File: config.mk
export PLATFORM = sky130hd
export DESIGN_NAME = dpl_ram
export DESIGN_NICKNAME = d
export VERILOG_FILES = /design/src/rtl/core/dpl_ram.sv
export SDC_FILE = /design/constraint.sdc
export NUM_CORES = 1
export LEC_CHECK = 0
export BUFFER_PORTS_ARGS = -buffer_cell sky130_fd_sc_hd__buf_4
export CAP_MARGIN = 20
export CORE_MARGIN = 10
export CORE_UTILIZATION = 35
export CTS_CLUSTER_SIZE = 40
export DETAILED_ROUTE_END_ITERATION = 12
export GPL_TIMING_DRIVEN = 1
export PLACE_DENSITY = 0.6
export SYNTH_ARGS = -nofsm -noshare
export SYNTH_HDL_FRONTEND = slang
export SYNTH_SLANG_ARGS = --single-unit
File: constraint.sdc
create_clock -name clk -period 1.5 [get_ports clk]
set_input_delay 0.075 -clock clk [delete_from_list [all_inputs] [get_ports clk]]
set_output_delay 0.075 -clock clk [all_outputs]
set_load 0.03 [all_outputs]
File: src/rtl/core/dpl_ram.sv
// Generic single-port-write, single-port-read RAM with registered read data.
// No dependencies.
`timescale 1ns / 1ps
module dpl_ram #(
  parameter int WIDTH = 8,
  parameter int DEPTH = 16
) (
  input  logic                     clk,
  input  logic                     we,
  input  logic [$clog2(DEPTH)-1:0] waddr,
  input  logic [WIDTH-1:0]         wdata,
  input  logic [$clog2(DEPTH)-1:0] raddr,
  output logic [WIDTH-1:0]         rdata
);
  logic [WIDTH-1:0] mem [DEPTH];

  always_ff @(posedge clk) begin
    if (we) begin
      mem[waddr] <= wdata;
    end
    rdata <= mem[raddr];
  end
endmodule

# [Yosys cells after proc, flatten, opt, wreduce, memory -nomap -nowiden]
# Memory sizes are Yosys's and may differ from the RTL's. A register that Yosys moved wholly into a read port is not among the register bits.
# Index checks and enable logic that the tools add are counted.
# W data, S select, Z words.
[totals] out_inout_bits=8 register_bits=0 inputBits=18 ramBits=128 n_memories=1
[classes] n_mux=2
[mem_list] memory="mem" words=16 word_bits=8 rd=1 rd_ports_with_merged_regs=1 write_ports=1 line="15" text="logic [WIDTH-1:0] mem [DEPTH];"
[op_table] op="$mux W1" count=2

# [Depth between registers and ports, before layout]
[depth] ltp_word=2 ltp_mapped=5 depth_no_buf=3

# [Worst setup path before layout]
# OpenSTA, ideal clock, no wires.
[synth_timing] path_type="in2reg" start="input waddr[2]" end="memory mem[0][0] (enable)" t_arrival_ns=1.185 setup_ns=0.383 setup_slack_ns=-0.068 required_ns=1.117 path_buffers=0 path_stages=2 cell_sequence="or3b_2 nor3_1"
[synth_lines] element="start, declared" line="10" text="input logic [$clog2(DEPTH)-1:0] waddr,"
[synth_lines] element="end, declared" line="15"
# Straight into the memory's write port.

==> impl_results.md <==
- Outcome: completed
- Critical setup path kind: flop to flop
- Slew @ Worst Pin: between 0.4 and 0.5 ns
- Chip height: 141.3 µm
- Crit path cell chain: mux4_1, a22oi_1, nand2_1
- Flops & latches, synth: about 140
- Hpwl dp: approximately 6.6 mm
- Global-route wire length before repair: 15.78 mm
- Setup Slack @ Placement: -0.003658 ns
- Syn. warnings: 0
- Post-synthesis mux area share: 0.1502
- Post-synthesis simple-gate area fraction: 0.03184
- Max Slew Vio Count: 0
- Largest family of logic cells by synthesized area: multiplexers
- Layout cell share with drive strength beyond 1: 0.3214
- CP peak stage delay: 0.51 ns
- First drt pass iteration count: 4
- Hold Path Class: input pin to flop
- Post-synthesis compound-gate area fraction: 0.02333
- Most area-hungry cell type in the Yosys netlist: edfxtp_1
- Antenna diodes: 0
- Design Area, Final: 6344 µm²
- Adder-Cell Fraction of Synth Area: 0
- Register area: between 4000 and 5000 µm²
- Multi-input logic area: about 1100 µm²
- CP max FO: 1
- Skew-Pair Late Insertion Delay: 0.41 ns
- Gr ovfl total: 0
- Max_cap viols: 0
- Delay-heaviest family, CP: multiplexers
- Synth cell types: 19
- Leak: 0.002144 µW
- Effective utilization at floorplan: 0.3555
- Mapped Area: 5147 µm²
- Fillers: 1253
- Average wire per standard cell: 20.26 µm
- TritonCTS clock tree: done
- Buf+Inv Stages, Crit Path: 0
- Final setup fails: 0
- Detail Route Antenna Nets: 0
- Nets: 313
- Cell Pwr Density: about 1400 nW/µm²
- Routed vias/inst: between 4 and 5
- Final WL: 9.968 mm
- Startpoint Class: flop
- Slowest cell on the critical path: mux4_1
- Post-synthesis sequential area ratio: 0.7778
- Clk sinks: 136
- H-Tree Level Count: 4
- Synth Area in XOR/XNOR: 0
- Initial antenna violation count: 0
- GP Congestion: 0.7285
- CTS clock-pin slew for the worst setup and hold paths: 0.06 ns
- Final WS setup: 0.1118 ns
- Global-route usage over all layers: 0.1075
- Setup Skew: 0.008772 ns
- Top cells by area, synth: edfxtp_1 75%, mux4_2 7.9%, mux4_1 7.1%
- Final hold vios: 0
- Post-Syn Instances: 229
- Root Driver: clkbuf_16
- Post-route setup TNS: 0 ns
- Max clock buf depth: 2
- Fmax achieved: 720.3 MHz
- Req. time, crit path: roughly 1.8 ns
- Core ar.: 14480 µm²
- RSZ-0062 raised after global routing: no
- CTS Buf Count: 17
- Vias in the first global route: between 2000 and 3000
- Syn Nets: 247
- Yosys top cell area share: 0.7467
- Syn avg cell area: between 20 and 25 µm²
- DIE WIDTH: 141.3 µm
- Synth-to-Final Area Change: 23.24%
- DRC errors left: 0
- Period minus WS final: 1.388 ns
- Largest vdd supply drop: 0.0008972 V
- Period utilization: 0.9255
- 1st-iter DRT viols: 203
- Hold WS: 0.1929 ns
- Post-layout util: 0.4381
- DP Area: 5689 µm²
- Rows: 44
- Via count: 2413
- Port bufs: 25
- Number of I/O pins: 26
- Resized Gates After CTS: 0
- CP Capture Type: flop
- Max-Slew Margin vs Limit: 0.7142
- Worst EP arrival: 1.67 ns
- Largest net degree at the start of global routing: 20
- Die ar.: ~20000 µm²
[cell type report]
class / count / area share
Clock buffer: 19 / 0.06982
Clock inverter: 13 / 0.02071
Multi-Input combinational cell: 83 / 0.1675
Sequential cell: 136 / 0.6312
Tap cell: 184 / 0.03629
Timing Repair Buffer: 57 / 0.07456
[worst min-delay path, cell delays in order]
cell and delay (ns):
buf_4 0.12, nor3_2 0.05, buf_4 0.17
[synthesized netlist by cell type (all sizes together)]
master         number
nand2b              2
nand3               1
and2                1
dfxtp               8
and2b               1
a22oi              16
clkdlybuf4s25       3
buf                 7
nor2               13
nand3b              2
or3b                1
nor2b               1
nor3                4
edfxtp            128
mux4               32
nand2               9
[placed cells by master, fill, tap and decap left out]
master         instances
buf_12                 2
a22oi_1               16
edfxtp_1             128
nand2_1                9
clkinv_1               1
or3b_2                 1
clkbuf_16             17
nor3_1                 3
mux4_1                14
clkinvlp_4             7
bufinv_16              2
dfxtp_1                8
nor2b_1                1
clkbuf_8               1
nand2b_1               2
nor2_1                13
dlygate4sd3_1          8
nor3_2                 1
nand3_1                1
nand3b_1               2
buf_4                 47
and2_1                 1
clkinv_2               3
and2b_1                1
mux4_2                18
clkbuf_1               1
[cell families after synthesis]
logic type | Yosys count
multiplexers | 32
AND/OR/NAND/NOR | 35
buffers and inverters | 10
flip-flops | 136
AO/OA/AOI/OAI | 16
[final timing paths]
path                  startpoint                   to  slack, ns  cells after the start
min                     waddr[0]  mem[0][7]$_DFFE_PP_       0.19                      3
min reg2reg  mem[8][3]$_DFFE_PP_     rdata[3]$_DFF_P_       0.67                      3
max          mem[9][2]$_DFFE_PP_     rdata[2]$_DFF_P_       0.11                      3
max reg2reg  mem[9][2]$_DFFE_PP_     rdata[2]$_DFF_P_       0.11                      3
[flip-flops by register name, summed over array words and instances (netlist names)]
register  flops
mem         128
rdata         8
[routing by layer]
layer | up-vias | part of all wire | track usage | wire length (µm)
li1 | 1106 | - | - | -
met1 | 1255 | 0.46 | 0.1416 | 4608
met2 | 50 | 0.49 | 0.1635 | 4866
met3 | 2 | 0.046 | 0.03571 | 459
met4 | 0 | 0.0034 | 0.03587 | 34
met5 | - | 0 | 0 | 0
[repair_timing]
| item | 4_1_cts | 5_1_grt |
|---|---|---|
| hold endpoints to repair | 128 | 0 |
| setup endpoints to repair | 0 | 0 |
| setup buffers | 0 | 0 |
| hold buffers | 8 | 0 |
[where the power goes]
group / switching [µW] / internal, µW / total [µW] / leakage, µW
registers: 31.3 / 4250 / 4280 / 0.00122
clock network: 1480 / 2470 / 3950 / 0.000260
logic: 269 / 221 / 490 / 0.000660
[metrics by stage]
step | instances | power (µW)
3_3_place_gp | 452 | 4835
5_1_grt | 492 | 9043
2_1_floorplan | 229 | 4612
3_5_place_dp | 452 | 4848
6_report | 492 | 8724
4_1_cts | 492 | 8814
No activity file was read; power rests on OpenSTA's default activity.
