## src/rtl/core/dpl_pkg.sv

```systemverilog
// Package for the demand paging translator with local page replacement.
// Holds sizes, status codes, sequencer states and the item structs.
// No dependencies.
`timescale 1ns / 1ps
package dpl_pkg;
  localparam int NUM_PROCS      = 8;
  localparam int PAGES_PER_PROC = 64;
  localparam int FRAME_COUNT    = 64;
  localparam int PAGE_BYTES     = 64;
  localparam int ENTRY_COUNT    = NUM_PROCS * PAGES_PER_PROC;
  localparam int PID_W          = 3;
  localparam int PAGE_W         = 6;
  localparam int OFF_W          = 6;
  localparam int CNT_W          = 7;
  localparam int FRAME_W        = 6;
  localparam int STAMP_W        = 32;
  localparam int ENTRY_AW       = PID_W + PAGE_W;

  localparam logic [2:0] ST_HIT       = 3'd0;
  localparam logic [2:0] ST_FAULT     = 3'd1;
  localparam logic [2:0] ST_EVICT     = 3'd2;
  localparam logic [2:0] ST_INVALID   = 3'd3;
  localparam logic [2:0] ST_NO_VICTIM = 3'd4;

  localparam logic REG_RESIDENT_LIMIT = 1'b0;
  localparam logic REG_REPLACE_MODE   = 1'b1;

  typedef enum logic [2:0] {
    S_CLEAR, S_IDLE, S_CHECK, S_EVAL, S_SCAN, S_FIN, S_WRITE
  } state_t;

  typedef struct packed {
    logic [PID_W-1:0]  pid;
    logic [PAGE_W-1:0] page;
    logic [OFF_W-1:0]  offset;
    logic [CNT_W-1:0]  process_pages;
  } item_t;

  typedef struct packed {
    logic [2:0]         status;
    logic [FRAME_W-1:0] frame;
    logic [OFF_W-1:0]   phys_offset;
    logic [CNT_W-1:0]   resident_count;
  } result_t;

  typedef struct packed {
    logic               present;
    logic [FRAME_W-1:0] frame;
    logic [STAMP_W-1:0] last_use;
    logic [STAMP_W-1:0] load;
  } entry_t;
endpackage

```

## src/rtl/core/dpl_victim.sv

```systemverilog
// Shared stamp comparator: keeps the lowest page with the smallest stamp.
// Depends on dpl_pkg.
`timescale 1ns / 1ps
module dpl_victim (
  input  logic                         clk,
  input  logic                         clear,
  input  logic                         vld,
  input  logic                         present,
  input  logic [dpl_pkg::STAMP_W-1:0]  stamp,
  input  logic [dpl_pkg::PAGE_W-1:0]   idx,
  input  logic [dpl_pkg::FRAME_W-1:0]  frame,
  output logic                         found,
  output logic [dpl_pkg::PAGE_W-1:0]   best_idx,
  output logic [dpl_pkg::FRAME_W-1:0]  best_frame
);
  logic [dpl_pkg::STAMP_W-1:0] best_stamp;
  logic                        take;

  assign take = vld && present && (!found || (stamp < best_stamp));

  always_ff @(posedge clk) begin
    if (clear) begin
      found <= 1'b0;
    end else if (take) begin
      found <= 1'b1;
    end
    if (take) begin
      best_stamp <= stamp;
      best_idx   <= idx;
      best_frame <= frame;
    end
  end
endmodule

```

## config.mk

```make
export PLATFORM = sky130hd
export DESIGN_NAME = dpl_victim
export DESIGN_NICKNAME = d
export VERILOG_FILES = /design/src/rtl/core/dpl_pkg.sv /design/src/rtl/core/dpl_victim.sv
export SDC_FILE = /design/constraint.sdc
export NUM_CORES = 1
export LEC_CHECK = 0
export ABC_CLOCK_PERIOD_IN_PS = 11100
export BUFFER_PORTS_ARGS = -buffer_cell sky130_fd_sc_hd__buf_4
export CAP_MARGIN = 25
export CORE_AREA = 2 2 88 90
export DETAILED_ROUTE_END_ITERATION = 6
export DIE_AREA = 0 0 90 92
export GPL_ROUTABILITY_DRIVEN = 0
export RECOVER_POWER = 100
export SYNTH_ARGS = -nofsm -noshare
export SYNTH_HDL_FRONTEND = slang
export SYNTH_SLANG_ARGS = --single-unit
```

## constraint.sdc

```tcl
create_clock -name clk -period 11.1 [get_ports clk]
set_input_delay 1.665 -clock clk [delete_from_list [all_inputs] [get_ports clk]]
set_output_delay 1.665 -clock clk [all_outputs]
set_load 0.01 [all_outputs]
```

* After elaboration in Yosys (flattened, before gate mapping) *
Cells that the tools add are included.

word-level totals
  bits in latches = 0
  memories = 0
  output and inout port bits = 13
  bits of input ports = 48
  bits in writable memories = 0
  logic and storage cells = 9
  flip-flop bits (word level) = 45
  bits in read-only memories = 0

operators by class
  equality and inequality tests = 0
  shift-type cells = 0
  divide/modulo/power cells = 0
  mux-type cells = 0
  order comparisons = 1
  multipliers = 0
  reductions and logical operators = 4
  $add $sub $neg = 0
  bitwise logic cells = 0

operator list
  operator             number
  32-bit < comparator  1
  1-bit logical AND    2
  1-bit logical NOT    1
  1-bit logical OR     1

* Depth between registers and ports, before layout *
Gate-level depths: netlist of the first run.

  depth after elaboration = 3
  mapped depth = 7
  gate-level depth less buffers = 7

* Worst setup path after synthesis of the first run *
OpenSTA, ideal clock, no wires.

  path type = input -> register
  start point = in stamp[17] in the netlist's numbering
  end point = reg best_frame[0] in the netlist's numbering, enable pin
  path slack = 5863 ps
  data required time = 10640 ps
  data arrival time = 4777 ps
  stages = 6
  path buffers = 0
  setup time = 460 ps
  cell sequence = ha_1 -> a21oi_1 -> o21ai_0 -> a221oi_1 -> o221ai_2 -> a21oi_1

between the ends
  word-level cells in the longest chain between the ends = 3

RTL lines
  item                  line              RTL
  start, declared       dpl_victim.sv:9   input logic [dpl_pkg::STAMP_W-1:0] stamp,
  32-bit < comparator   dpl_victim.sv:19  assign take = vld && present && (!found || (stamp < best_stamp));
  1-bit logical OR      dpl_victim.sv:19
  1-bit logical AND     dpl_victim.sv:19
  via take              dpl_victim.sv:17  logic take;
  end signal, assigned  dpl_victim.sv:30  best_frame <= frame;
  end, declared         dpl_victim.sv:14  output logic [dpl_pkg::FRAME_W-1:0] best_frame

The timed path passes the listed nets, and every way through them passes these cells.
A chain may end at the register's enable or synchronous reset.

* Worst setup path in the final report of the first run *
  start point = in stamp[17] in the netlist's numbering
  end point = reg best_stamp[24] in the netlist's numbering, enable pin

between the ends
  word-level cells in the longest chain between the ends = 3

RTL lines
  item                  line              RTL
  32-bit < comparator   dpl_victim.sv:19
  1-bit logical OR      dpl_victim.sv:19
  1-bit logical AND     dpl_victim.sv:19
  via take              dpl_victim.sv:17
  end signal, assigned  dpl_victim.sv:28  best_stamp <= stamp;
  end, declared         dpl_victim.sv:16  logic [dpl_pkg::STAMP_W-1:0] best_stamp;

The timed path passes the listed nets, and every way through them passes these cells.

==> results of run 1 <==
-- flip-flops by register name, indices dropped and copies added (netlist names) --
| name | cells |
|---|---|
| found | 1 |
| best_stamp | 32 |
| best_frame | 6 |
| best_idx | 6 |
-- kinds of logic after synthesis --
group / after synthesis / share of synthesized area (%)
buffers and inverters: 32 / 5.54
AO/OA/AOI/OAI: 27 / 8.95
AND/OR/NAND/NOR: 23 / 5.72
flip-flops: 45 / 61.9
adder cells (fa/ha/maj): 31 / 17.9
-- worst max-delay path: stages --
cell and delay, ns:
clkbuf_4 0.11, ha_1 0.29, a21oi_1 0.13, o21ai_0 0.10
a221oi_1 0.36, o221ai_2 0.13, a21oi_1 0.94, clkbuf_1 1.30
-- routing by layer --
metal | vias to the layer above | GRT usage, % | share of wire, %
met3 | 5 | 2.79 | 5.6
met4 | 0 | 3.08 | 1.4
met2 | 42 | 15.3 | 46
li1 | 703 | - | -
met1 | 620 | 12.7 | 47
met5 | - | 0 | 0
-- power breakdown --
group          total [mW]  switching, mW  internal [mW]
combinational      0.0395         0.0213         0.0182
sequential          0.198        0.00188          0.196
clock               0.119         0.0530         0.0665
total               0.357         0.0762          0.281
-- path summary, 6_finish.rpt --
check	startpoint	endpoint	slack, ns
max	stamp[17]	best_stamp[24]	5.92
min	found	found	0.52
max reg2reg	best_stamp[19]	best_stamp[24]	7.02
min reg2reg	found	found	0.52
-- area by class of cell --
cell class	instances	share of cell area, %
multi-input cells	81	26.0
well taps	102	4.70
repair buffers	61	11.5
inverters	32	4.43
flip-flops and latches	45	49.4
clock buffers	6	2.68
clock inverters	2	1.25
-- cell usage in the layout (no fill, tap or decap), types with 2 or more instances in the layout --
cell,synthesis,layout
o21ai_0,3,3
buf_4,0,2
clkbuf_1,0,40
o21a_1,2,2
clkbuf_8,0,5
a21oi_1,13,13
a221oi_1,2,2
nand2_1,11,11
and4_1,2,2
inv_1,32,32
edfxtp_1,44,44
ha_1,31,31
nand3_1,3,3
a21o_1,3,3
clkbuf_4,0,20
nor2_1,2,2
-- stage by stage --
step | cells | instance area, sq um | util [%] | hold slack, ns
final | 329 | 2710 | 36.4 | 0.516
after global routing | 329 | 2710 | 36.4 | 0.566
after CTS | 329 | 2870 | 38.5 | 0.526
after detailed placement | 321 | 2760 | 37.1 | 0.511
after global placement | 321 | 2760 | 37.1 | 0.529
after floorplan | 158 | 2170 | - | 0.517
==> impl_metrics.toml, run 1 <==
[clock_tree]
post_cts_buffers = 0
cts_tree = "yes"
clockBufferDepth = 2
cts_max_level = 2
ctsResizeCount = 0
cts_root_buffer = "clkbuf_8"
clk_pin_slew_worst_paths_ns = 0.08
cts.sinks = 45
cts-hold-fix-buffers = 0
clk_latency_ns = 0.29
cts_buffers = 5

[floorplanning]
num_io_pins = 61
die_w_um = 90
die-area_sq_mm = 0.00828
coreArea_sq_mm = 0.00745
initial_core_util_pct = 29.1
rows = 32
die_h_um = 92

[detailed_routing]
drcViolationCount = 0
wl_per_cell_um = 11.2
ant_nets = 0
drtIter0Drc = 35
vias = 1370
drt_wl_total_mm = 3.67
detail_route.first_pass.iterations = 4
viasPerCell = 4.16

[sta]
slew_headroom_pct = -13.7
fin_crit_ns = 5.18
layout_setup_ws_ns = 5.92
hold_viol_final = 0
worst_pin_slew_ns = 1.71
fin_tns_setup_ns = 0
slew_viol_final = 33
finClkSkew_ns = 0.00819
min_period_over_period_pct = 46.6
rsz0062_at_grt = "false"
finalSetupViolations = 0
max_freq_mhz = 193

[worst_hold_path]
hold_class = "register to register"
whs_path_depth = 2

[grt]
grt_pass1_wl_mm = 6.35
antenna_found_initial = 0
grt_usage_pct = 9.63
grt_start_max_net_pins = 33
grt_overflow = 0
grt_pass1_vias = 1421

[synth]
synth_nets = 237
synth_area_leader_cell = "edfxtp_1"
ys_warn_count = 0
synth_area_leaders = "edfxtp_1 61%, ha_1 18%, inv_1 5.5%"
yosys.area.top_type_share_pct = 61.0
synth_commonest_cells = "44 x edfxtp_1, 32 x inv_1, 31 x ha_1, 13 x a21oi_1, 11 x nand2_1"
synth_ff_type = "edfxtp_1"
synth-seq-cells = 45
synth_edf_count = 44
synth_most_common_cell = "edfxtp_1"
ys_seq_area_share_pct = 61.9
synthCells = 158
synth.cell_area_sq_mm = 0.00217
syn_avg_cell_area_sq_um = 13.7
synth-async-reset-ratio_pct = 0
synth_cell_types = 22

[power]
power_density_mw_per_mm2 = 132
p_leak_nw = 1.14
finalPower_mw = 0.357
vdd_drop_max_uv = 47.5

[cells_and_area]
diodes = 0
areaGrowthSynthToFinish_pct = 25.2
n_fill_cell = 785
drive_gt1_share_pct = 14.1
nets = 305
multi_input_area_sq_um = 706
seqCellArea_sq_mm = 0.00134

[setup_path]
critPathLaunchType = "input port"
critical_path_class = "input port to register"
worstPathRequired_ns = 10.99
reg2reg_depth = 8
crit_path_end_kind = "register"
critPathMaxFanout = 32
arrival_ns = 5.07

[run_status]
violations = "max-capacitance violations, max-slew violations"
outcome = "finished with violations"

[job]
max-cap-violations = 1

[placement]
dp_hpwl_mm = 2.89
port_buffers = 60
place_ws_ns = 6.96
No activity file was read; power rests on OpenSTA's default activity.
==> run 2, diff against run 1 <==
--- a/config.mk
+++ b/config.mk
@@ -5,7 +5,7 @@
 export SDC_FILE = /design/constraint.sdc
 export NUM_CORES = 1
 export LEC_CHECK = 0
-export ABC_CLOCK_PERIOD_IN_PS = 11100
+export ABC_CLOCK_PERIOD_IN_PS = 4300
 export BUFFER_PORTS_ARGS = -buffer_cell sky130_fd_sc_hd__buf_4
 export CAP_MARGIN = 25
 export CORE_AREA = 2 2 88 90
==> constraint.sdc (replaced) <==
create_clock -name clk -period 4.3 [get_ports clk]
set_input_delay 0.645 -clock clk [delete_from_list [all_inputs] [get_ports clk]]
set_output_delay 0.645 -clock clk [all_outputs]
set_load 0.01 [all_outputs]
==> impl_metrics.toml, run 2 (synthesized netlist as in run 1, its figures left out) <==
[power]
p_int_mw = 0.666
power_density_mw_per_mm2 = 321
p_leak_nw = 1.14
comb_power_share_pct = 11.9
vdd_drop_max_uv = 166
seqPwrFrac_pct = 58.8
clkPwrFrac_pct = 29.2
swShare_pct = 23.2
power_switching_mw = 0.201

[grt]
antenna_found_initial = 0
use_met3_pct = 3.86
met1_usage_pct = 12.8
grt_pass1_vias = 1399
top_usage_layer = "met2"
grt_pass1_wl_mm = 6.47
grt_overflow = 0
grt_start_max_net_pins = 33
met2_usage_pct = 15.6
grt_usage_pct = 9.93

[setup_path]
cp_num_buf_inv = 2
cp.depth = 8
startpoint = "stamp[17]"
worstPathCellList = "clkbuf_4, ha_1, a21oi_1, o21ai_0, a221oi_1, o221ai_2, a21oi_1, buf_4"
crit_path_end_kind = "register"
arrival_ns = 3.28
critPathMostFrequentCell = "a21oi_1"
critPathMaxFanout = 32
crit_slowest_cell = "a21oi_1"
reg2reg_slack_ns = 1.05
critPathLaunchType = "input port"
rr_startpoint = "best_stamp[19]"
path_delay_family = "compound AO/OA/AOI/OAI gates"
reg2reg_depth = 8
worstPathRequired_ns = 4.25
r2r-end = "best_idx[5]"
slowest_delay_ns = 0.94
critical_path_class = "input port to register"

[sta]
fin_crit_ns = 3.33
finClkSkew_ns = 0.00792
slew_viol_final = 0
rsz0062_at_grt = "false"
slew_headroom_pct = 18.7
min_period_over_period_pct = 77.4
finalSetupViolations = 0
layout_setup_ws_ns = 0.971
hold_viol_final = 0
fin_tns_setup_ns = 0
worst_pin_slew_ns = 1.22
max_freq_mhz = 300

[cells_and_area]
top_register = "best_stamp"
areaGrowthSynthToFinish_pct = 24.4
drive_gt1_share_pct = 15.4
final_common_cell = "edfxtp_1"
largest_reg_flops = 32
mostFrequentLayoutCells = "44 x edfxtp_1, 38 x clkbuf_1, 32 x inv_1"
nets = 305
reg_top3 = "best_stamp (32), best_frame (6), best_idx (6)"
diodes = 0

[detailed_routing]
detail_route.first_pass.iterations = 4
drt_wl_total_mm = 3.75
drcViolationCount = 0
drtIter0Drc = 76
vias = 1379
ant_nets = 0
wl_per_cell_um = 11.4
viasPerCell = 4.19

[floorplanning]
die_h_um = 92
num_io_pins = 61
coreArea_sq_mm = 0.00745
die_w_um = 90
rows = 32
initial_core_util_pct = 29.1
die-area_sq_mm = 0.00828

[worst_hold_path]
min_to = "found"
hp-start = "clear"
whs_path_depth = 2
hold_class = "input port to register"

[placement]
place_ws_ns = 1.18
port_buffers = 60
dp_hpwl_mm = 2.91

[clock_tree]
cts.sinks = 45
clk_pin_slew_worst_paths_ns = 0.09
cts_max_level = 2
cts-hold-fix-buffers = 0
clockBufferDepth = 2
ctsResizeCount = 0
post_cts_buffers = 0
cts_root_buffer = "clkbuf_8"
cts_buffers = 5
clk_latency_ns = 0.29
cts_tree = "yes"

[job]
max-cap-violations = 0

[run_status]
outcome = "complete, no violations"
==> run 2: cell count changes in the layout (fill, tap and decap cells not counted) <==
cell       previous run  this run
clkbuf_1             40        38
buf_4                 2         3
clkinv_1              1         0
clkbuf_4             20        21
clkinv_2              0         2
bufinv_16             1         0
==> run 2: through the flow <==
| step | total power, mW | cell area, sq um | instances | util [%] | hold WS [ns] |
|---|---|---|---|---|---|
| 6_report | 0.867 | 2700 | 329 | 36.2 | 0.492 |
| 4_1_cts | 0.900 | 2850 | 329 | 38.2 | 0.483 |
| 5_1_grt | 0.920 | 2700 | 329 | 36.2 | 0.483 |
| 3_3_place_gp | 0.639 | 2760 | 321 | 37.1 | 0.529 |
| 2_1_floorplan | 0.579 | 2170 | 158 | - | 0.517 |
| 3_5_place_dp | 0.642 | 2760 | 321 | 37.1 | 0.512 |
==> run 2: area by class of cell <==
type	instances	area, sq um
multi-input combinational	81	706
inverter	32	120
fill	779	4750
tap	102	128
clock buffer	6	72.6
timing repair buffer	61	319
sequential	45	1340
clock inverter	2	10.0
==> run 2: worst max-delay path by stage <==
| stage | end |
|---|---|
| CTS | best_idx[3] |
| finish | best_idx[5] |
| detailed placement | best_idx[2] |
| floorplan | best_frame[0] |
| global placement | best_idx[5] |
| global route | best_idx[3] |
==> run 2: power groups by stage <==
stage / sequential (mW) / combinational (mW) / clock [mW]
6_report: 0.510 / 0.103 / 0.253
5_1_grt: 0.512 / 0.122 / 0.286
4_1_cts: 0.510 / 0.122 / 0.268
3_5_place_dp: 0.520 / 0.121 / 0
3_3_place_gp: 0.520 / 0.120 / 0
2_1_floorplan: 0.524 / 0.0550 / 0
==> run 2: metal layers <==
layer	vias up	wire [um]
met5	-	0
met4	0	12
met3	2	242
met2	41	1760
met1	633	1730
li1	703	-
